`config.mk`:
```
export PLATFORM = sky130hd
export DESIGN_NAME = tte_front
export DESIGN_NICKNAME = d
export VERILOG_FILES = /design/src/sv/tte_pkg.sv /design/src/sv/tte_front.sv
export SDC_FILE = /design/constraint.sdc
export NUM_CORES = 1
export LEC_CHECK = 0
export BUFFER_PORTS_ARGS = -buffer_cell sky130_fd_sc_hd__buf_2
export CORE_MARGIN = 3
export CORE_UTILIZATION = 30
export CTS_BUF_LIST = sky130_fd_sc_hd__clkbuf_16
export CTS_CLUSTER_SIZE = 28
export DETAILED_ROUTE_END_ITERATION = 7
export SETUP_SLACK_MARGIN = 0.15
export SYNTH_ARGS = -nofsm -noshare
export SYNTH_HDL_FRONTEND = slang
export SYNTH_SLANG_ARGS = --single-unit
```
`constraint.sdc`:
```
create_clock -name clk -period 6.37 [get_ports clk]
set_input_delay 0.637 -clock clk [delete_from_list [all_inputs] [get_ports clk]]
set_output_delay 0.637 -clock clk [all_outputs]
set_load 0.005 [all_outputs]
```
`src/sv/tte_pkg.sv`:
```
// tte_pkg: shared types and codes for the transposition table engine.
// Used by the front, back and top level modules. No dependencies.
package tte_pkg;

  localparam logic [1:0] ACT_PROBE  = 2'd0;
  localparam logic [1:0] ACT_SAVE   = 2'd1;
  localparam logic [1:0] ACT_FILL   = 2'd2;
  localparam logic [1:0] ACT_UNUSED = 2'd3;

  localparam int TAG_W   = 32;
  localparam int DA_W    = 16;
  localparam int PL_W    = 48;
  localparam int ENTRY_W = TAG_W + DA_W + PL_W;

  typedef struct packed {
    logic [1:0]         action;
    logic [31:0]        position_key;
    logic [1:0]         target_way;
    logic signed [15:0] score_value;
    logic signed [15:0] static_eval;
    logic               is_pv;
    logic [1:0]         bound_kind;
    logic [7:0]         search_depth;
    logic [15:0]        best_move;
  } item_t;

  typedef struct packed {
    logic               hit;
    logic [1:0]         chosen_way;
    logic [7:0]         entry_depth;
    logic [1:0]         entry_bound;
    logic               entry_pv;
    logic signed [15:0] entry_value;
    logic signed [15:0] entry_eval;
    logic [15:0]        entry_move;
    logic [9:0]         fill_permille;
  } res_t;

  typedef struct packed {
    logic clearing;
  } status_t;

  typedef enum logic [2:0] {
    ST_CLEAR,
    ST_IDLE,
    ST_EXEC,
    ST_FILL,
    ST_FILL_DONE
  } back_state_t;

endpackage

```
`src/sv/tte_front.sv`:
```
// tte_front: accepts items, reduces the key to a cluster index and queues them.
// Depends on tte_pkg.
module tte_front #(
  parameter int NUM_CLUSTERS = 1024
) (
  input  logic                            clk,
  input  logic                            rst,
  input  tte_pkg::status_t                status,
  input  logic                            push,
  output logic                            full,
  input  tte_pkg::item_t                  in_item,
  output logic                            out_valid,
  input  logic                            out_ready,
  output tte_pkg::item_t                  out_item,
  output logic [$clog2(NUM_CLUSTERS)-1:0] out_cluster
);
  import tte_pkg::*;

  localparam int CW = $clog2(NUM_CLUSTERS);
  localparam bit IS_POW2 = (NUM_CLUSTERS & (NUM_CLUSTERS - 1)) == 0;
  // ceil(2^(32+CW) / NUM_CLUSTERS); exact quotient for every 32-bit key
  localparam logic [63:0] RECIP64 =
    ((64'd1 << (32 + CW)) + 64'(NUM_CLUSTERS) - 64'd1) / 64'(NUM_CLUSTERS);
  localparam logic [32:0] RECIP = RECIP64[32:0];
  localparam logic [31:0] NC32  = 32'(NUM_CLUSTERS);

  logic          hold_valid;
  logic          hold_done;
  item_t         hold_item;
  logic          step;
  logic [64:0]   prod;
  logic [31:0]   quot;
  logic [31:0]   rem_full;
  logic [CW-1:0] rem;
  logic [CW-1:0] cluster_val;
  logic          accept;
  logic          enq;
  logic          deq;

  item_t         q_item [2];
  logic [CW-1:0] q_clu [2];
  logic          qwp;
  logic          qrp;
  logic [1:0]    qcnt;

  // key mod NUM_CLUSTERS: reciprocal multiply, then multiply back and subtract
  always_comb begin
    quot     = 32'(prod >> (32 + CW));
    rem_full = hold_item.position_key - quot * NC32;
  end

  assign cluster_val = IS_POW2 ? hold_item.position_key[CW-1:0] : rem;
  assign full   = hold_valid || status.clearing;
  assign accept = push && !full;
  assign enq    = hold_valid && hold_done && (qcnt != 2'd2);
  assign out_valid = qcnt != 2'd0;
  assign deq    = out_valid && out_ready;
  assign out_item    = q_item[qrp];
  assign out_cluster = q_clu[qrp];

  always_ff @(posedge clk) begin
    if (rst) begin
      hold_valid <= 1'b0;
      hold_done  <= 1'b0;
      step       <= 1'b0;
      qwp        <= 1'b0;
      qrp        <= 1'b0;
      qcnt       <= '0;
    end else begin
      if (accept) begin
        hold_valid <= 1'b1;
        hold_done  <= IS_POW2;
        step       <= 1'b0;
      end else if (enq) begin
        hold_valid <= 1'b0;
      end else if (hold_valid && !hold_done) begin
        step <= 1'b1;
        if (step) begin
          hold_done <= 1'b1;
        end
      end
      if (enq) begin
        qwp <= ~qwp;
      end
      if (deq) begin
        qrp <= ~qrp;
      end
      qcnt <= qcnt + {1'b0, enq} - {1'b0, deq};
    end
  end

  always_ff @(posedge clk) begin
    if (accept) begin
      hold_item <= in_item;
    end else if (hold_valid && !hold_done) begin
      if (!step) begin
        prod <= 65'(hold_item.position_key) * 65'(RECIP);
      end else begin
        rem <= rem_full[CW-1:0];
      end
    end
    if (enq) begin
      q_item[qwp] <= hold_item;
      q_clu[qwp]  <= cluster_val;
    end
  end
endmodule

```
==> run_results.csv, run 1 <==
group,metric,value,unit
outcome,status,"complete, no violations",
power_and_ir_drop,p_leak,4.56,nW
setup_path,cp.arrival,2.84,ns
die,initial_core_util,0.307,
synthesis,synthCells,442,
cts,tritoncts,"yes",
route,vias,4669,
finish,nNetsFinal,764,
route,route.detailed.drc,0,
route,drt-pass1-iter-count,4,
cts,cts_htree_levels,1,
setup_path,rr_worst_depth,4,
setup_path,crit_chain,"buf_4, mux2_2, buf_2",
setup_path,crit_path_end_kind,"primary output",
power_and_ir_drop,peakVddDrop,230,uV
sta,finClkSkew,0.00574,ns
finish,fillers,3115,
die,coreArea,33800,um2
setup_path,path_buf_inv,2,
die,die-area,36800,um2
sta,fin_crit_sh,0.546,
route,wl_per_cell,16.7,um
cts,cts_root_buf,"clkbuf_16",
finish,layout-drive-gt1-share,0.516,
route,antenna_left,0,
finish,antenna_cells,0,
synthesis,yosysWarnings,0,
sta,hold_violations,0,
die,die_y,192,um
route,routed_wirelength,18.9,mm
global_route,grt_pass1_wl,28.1,mm
place,hpwlAfterDp,11.4,mm
sta,slew-limit-headroom,0.335,
cts,numCtsBuffers,30,
global_route,grt_pass1_vias,4895,
setup_path,cp.required,5.73,ns
sta,worstMarginPinSlew,0.997,ns
synthesis,syn_nets,544,
die,row_count,67,
setup_path,slowest_stage,"dfxtp_4",
finish,syn2layout_area_growth,22.4,%
cts,clk_pin_slew,0.06,ns
setup_path,start_kind,"flip-flop",
die,pin_count,207,
finish,stdcell_count,1130,
cts,cts_sinks,293,
place,io_buffers,206,
global_route,grt_max_degree,62,
route,drt-initial-drc-count,153,
sta,rsz0062_at_grt,"false",
cts,insertion_delay,0.54,ns
global_route,antenna_found_initial,0,
setup_path,critPathMaxFanout,59,
synthesis,synth_seq_cells,293,
synthesis,seq_area_frac_synth,0.842,
route,viasPerCell,4.13,
setup_path,cp_num_cells,3,
place,gp_congestion,0.677,
global_route,overflow,0,
sta,setup_viol,0,
synthesis,synthesis.area_per_instance,23.4,um2
place,placed_cells,1078,
sta,tns,0,ns
cts,cts_hold_buffers,0,
sta,fin_crit,3.48,ns
worst_hold_path,min_delay_path_depth,1,
sta,drv_slew,0,
setup_path,cp_top_family,"flip-flops",
cts,clockBufferDepth,3,
global_route,grt_usage,0.0994,
sta,whs,0.266,ns
sta,fmax,287,MHz
synthesis,ys_types,25,
setup_path,setup.worst_path.class,"flip-flop to primary output",
power_and_ir_drop,power_density,339,nW/um2
setup_path,crit_path_max_incr_delay,1.00,ns
worst_hold_path,hp-class,"input port to flip-flop",
die,fp.dieW,192,um
job,max_cap_violations,0,
cts,post_cts_buffers,0,
synthesis,synth_area,10400,um2
cts,post_cts_resized,0,
cell usage after synthesis:
cell | count | share of area
nor2_1 | 5 | 0.0018
a21oi_1 | 4 | 0.0019
buf_8 | 1 | 0.0014
xnor2_1 | 1 | 0.00085
ha_1 | 2 | 0.0024
and2_1 | 2 | 0.0012
buf_6 | 6 | 0.0065
a21oi_2 | 1 | 0.00085
inv_1 | 4 | 0.0014
mux2_2 | 45 | 0.049
nor2b_1 | 3 | 0.0018
nor3_1 | 1 | 0.00048
dfxtp_1 | 8 | 0.015
or3_4 | 1 | 0.0011
buf_2 | 4 | 0.0019
or3b_4 | 1 | 0.0011
edfxtp_1 | 285 | 0.83
o21a_1 | 1 | 0.00073
nand2_2 | 1 | 0.00060
buf_4 | 10 | 0.0072
mux2_4 | 50 | 0.072
xor2_1 | 1 | 0.00085
or2_2 | 2 | 0.0012
o21ai_0 | 2 | 0.00097
clkbuf_1 | 1 | 0.00036
routing by layer:
layer	share of wire	global-route usage	vias to the layer above	routed length (um)
li1	-	-	2166	-
met1	0.43	0.132	2320	8180
met2	0.48	0.164	149	9060
met3	0.061	0.0228	34	1150
met4	0.028	0.0282	0	526
met5	0	0	-	0
cell usage in the layout (no fill, tap or decap), types with 2 or more instances in the layout:
master	instances
edfxtp_1	285
buf_2	206
dfxtp_1	7
inv_4	2
or2_2	2
mux2_2	45
clkinv_2	5
inv_1	8
clkbuf_16	31
ha_1	2
a21oi_1	4
mux2_4	50
nor2_1	5
o21ai_0	2
clkinv_1	9
nor2b_1	3
buf_4	4
final cells by class:
| class | instances | area, um2 | area share |
|---|---|---|---|
| multi-input cells | 123 | 1450 | 0.114 |
| clock inverters | 21 | 88.8 | 0.00701 |
| flip-flops and latches | 293 | 8720 | 0.688 |
| well taps | 448 | 561 | 0.0442 |
| clock buffers | 31 | 776 | 0.0612 |
| inverters | 4 | 20.0 | 0.00158 |
| repair buffers | 210 | 1060 | 0.0837 |
state kept, by name (all words and copies together) (netlist names), named ones only:
name / flops
cluster_val: 10
hold_done: 1
hold_item: 85
hold_valid: 1
q_clu: 9
q_item: 181
qcnt: 2
qrp: 1
qwp: 1
step: 1
per-stage QoR:
stage	utilization	cell area (um2)	setup slack (ns)	power (W)
floorplan	-	10400	3.04	0.00262
global placement	0.350	11800	3.39	0.00280
detailed placement	0.350	11800	3.36	0.00281
CTS	0.375	12700	2.75	0.00439
global route	0.375	12700	2.69	0.00450
finish	0.375	12700	2.89	0.00430
logic make-up after synthesis:
group                    Yosys count  share of synthesized area
AO/OA/AOI/OAI                      8                    0.00447
XOR/XNOR                           2                    0.00169
adder cells (fa/ha/maj)            2                    0.00242
buffers and inverters             26                     0.0190
flip-flops                       293                      0.842
multiplexers                      95                      0.121
AND/OR/NAND/NOR                   16                    0.00930
power by group:
group / internal (W) / switching (W)
logic: 0.000301 / 0.000196
registers: 0.00217 / 0.0000794
clock network: 0.000866 / 0.000687
worst paths after layout:
| path | startpoint | end | slack (ns) |
|---|---|---|---|
| hold / removal | in_item[23] | hold_item[23] | 0.27 |
| setup reg to reg | hold_valid | q_item[0][60] | 3.82 |
| hold reg to reg | hold_item[49] | q_item[1][49] | 0.44 |
| setup / recovery | flip-flop | out_item[70] | 2.89 |
Note: power is estimated with default switching activity, not from simulation.
==> run 2: changes to the inputs <==
- clock period: 6.37 -> 3.24 ns (I/O delays scaled with it)
==> run 2 against run 1 <==
Sequential power is 95% higher. Non-clock buffer count rose by 100. Sequential cell count stayed put. Core utilization increased by 3.7 points. Die area unchanged. Critical path type unchanged.
==> run_results.csv, run 2 (synthesis gave the netlist of run 1 again) <==
group,metric,value,unit
finish,nNetsFinal,865,
power_and_ir_drop,power_frac_comb,0.127,
sta,tns,0,ns
sta,fin_crit,2.49,ns
sta,hold_violations,0,
sta,slew-limit-headroom,0.518,
cts,clk_pin_slew,0.06,ns
global_route,overflow,0,
cts,cts_sinks,293,
power_and_ir_drop,switchingPower,0.00199,W
sta,finClkSkew,0.0162,ns
route,antenna_left,0,
setup_path,crit_path_end_kind,"primary output",
sta,fin_crit_sh,0.769,
global_route,grt_max_degree,49,
cts,insertion_delay,0.55,ns
cts,clockBufferDepth,3,
die,row_count,67,
route,drt-pass1-iter-count,4,
finish,final_cell_mix,"edfxtp_1 (285), buf_2 (206), dlygate4sd3_1 (95)",
setup_path,start_kind,"flip-flop",
setup_path,crit_chain,"buf_12, mux2_2, buf_2",
cts,tritoncts,"yes",
global_route,grt_pass1_wl,30.2,mm
power_and_ir_drop,clockPowerShare,0.396,
cts,cts_root_buf,"clkbuf_16",
setup_path,slowest_stage,"dfxtp_4",
finish,fillers,2982,
setup_path,critPathMaxFanout,34,
power_and_ir_drop,p_leak,5.06,nW
job,max_cap_violations,0,
power_and_ir_drop,internal_power,0.00718,W
die,initial_core_util,0.307,
setup_path,cp.arrival,2.17,ns
power_and_ir_drop,total_power,0.00916,W
power_and_ir_drop,peakVddDrop,362,uV
setup_path,crit_path_max_incr_delay,0.70,ns
sta,fmax,401,MHz
sta,worstMarginPinSlew,0.722,ns
global_route,antenna_found_initial,3,
worst_hold_path,hp-class,"input port to flip-flop",
die,die_y,192,um
route,viasPerCell,4.08,
finish,largest_reg_flops,181,
power_and_ir_drop,seqPwrFrac,0.478,
route,drt-initial-drc-count,209,
sta,rsz0062_at_grt,"false",
route,vias,5051,
cts,cts_htree_levels,1,
setup_path,cp.required,2.92,ns
global_route,grt_usage,0.107,
finish,layout_commonest_cell,"edfxtp_1",
sta,setup_viol,0,
route,route.detailed.drc,0,
sta,drv_slew,0,
route,wl_per_cell,16.2,um
finish,layout-drive-gt1-share,0.474,
finish,regMostFlops,"q_item",
finish,syn2layout_area_growth,34.5,%
setup_path,setup.worst_path.class,"flip-flop to primary output",
place,hpwlAfterDp,12.1,mm
power_and_ir_drop,power_density,658,nW/um2
die,die-area,36800,um2
die,coreArea,33800,um2
outcome,status,"complete, no violations",
cts,numCtsBuffers,31,
die,pin_count,207,
place,gp_congestion,0.702,
global_route,grt_pass1_vias,5415,
power_and_ir_drop,swShare,0.217,
place,io_buffers,206,
route,routed_wirelength,20.0,mm
die,fp.dieW,192,um
[run 2: cell count changes in the layout (fill, tap and decap cells not counted), sizes merged]
cell / previous run / this run
clkinvlp: 1 / 4
diode: 0 / 3
clkinv: 14 / 16
inv: 10 / 4
buf: 210 / 215
bufinv: 0 / 6
dlygate4sd3: 0 / 95
[run 2: worst max-delay path: cells and delay by family, from the launching register on]
family | cells | cell delay (ns)
DFF | 1 | 0.70
muxes | 1 | 0.39
buffers and inverters | 2 | 0.47
[run 2: final timing paths]
path / startpoint / to / slack (ns) / cells after the start
max: flip-flop / out_cluster[1] / 0.75 / 3
min: rst / qwp / 0.05 / 2
max reg2reg: hold_valid / hold_item[12] / 1.27 / 3
min reg2reg: cluster_val[2] / q_item[1][63] / 0.44 / 0
[run 2: layout make-up]
cell class	count	area (um2)	area share
diodes	3	7.51	0.000539
clock inverters	26	290	0.0208
multi-input cells	123	1450	0.104
flip-flops and latches	293	8720	0.626
clock buffers	31	776	0.0557
well taps	448	561	0.0402
inverters	4	21.3	0.00153
repair buffers	310	2110	0.152
[run 2: stage by stage]
step | util | area [um2] | std cells | hold slack, ns | setup slack (ns)
floorplan | - | 10400 | 442 | 0.421 | 0.191
finish | 0.412 | 13900 | 1238 | 0.0459 | 0.749
CTS | 0.412 | 13900 | 1235 | 0.00198 | 0.664
global route | 0.412 | 13900 | 1238 | 0.0159 | 0.622
global placement | 0.353 | 11900 | 1083 | 0.422 | 1.17
detailed placement | 0.353 | 11900 | 1083 | 0.430 | 1.14
[run 2: power groups by stage]
stage               Combinational, W  Sequential (W)  Clock (W)
finish                       0.00116         0.00438    0.00363
global route                 0.00126         0.00440    0.00391
CTS                          0.00119         0.00438    0.00375
detailed placement           0.00110         0.00446          0
global placement             0.00109         0.00446          0
floorplan                   0.000768         0.00438          0
[run 2: repair_timing]
action | CTS | global route
hold buffers | 95 | 0
resized for setup | 0 | 0
setup endpoints to repair | 0 | 0
endpoints found under the hold margin | 95 | 0
buffers inserted | 0 | 0
[run 2: metal layers]
metal	GRT usage	vias to the layer above	wire length, um
met2	0.179	171	9530
met5	0	-	0
met1	0.138	2470	8710
met3	0.0279	34	1430
met4	0.0285	0	360
li1	-	2376	-
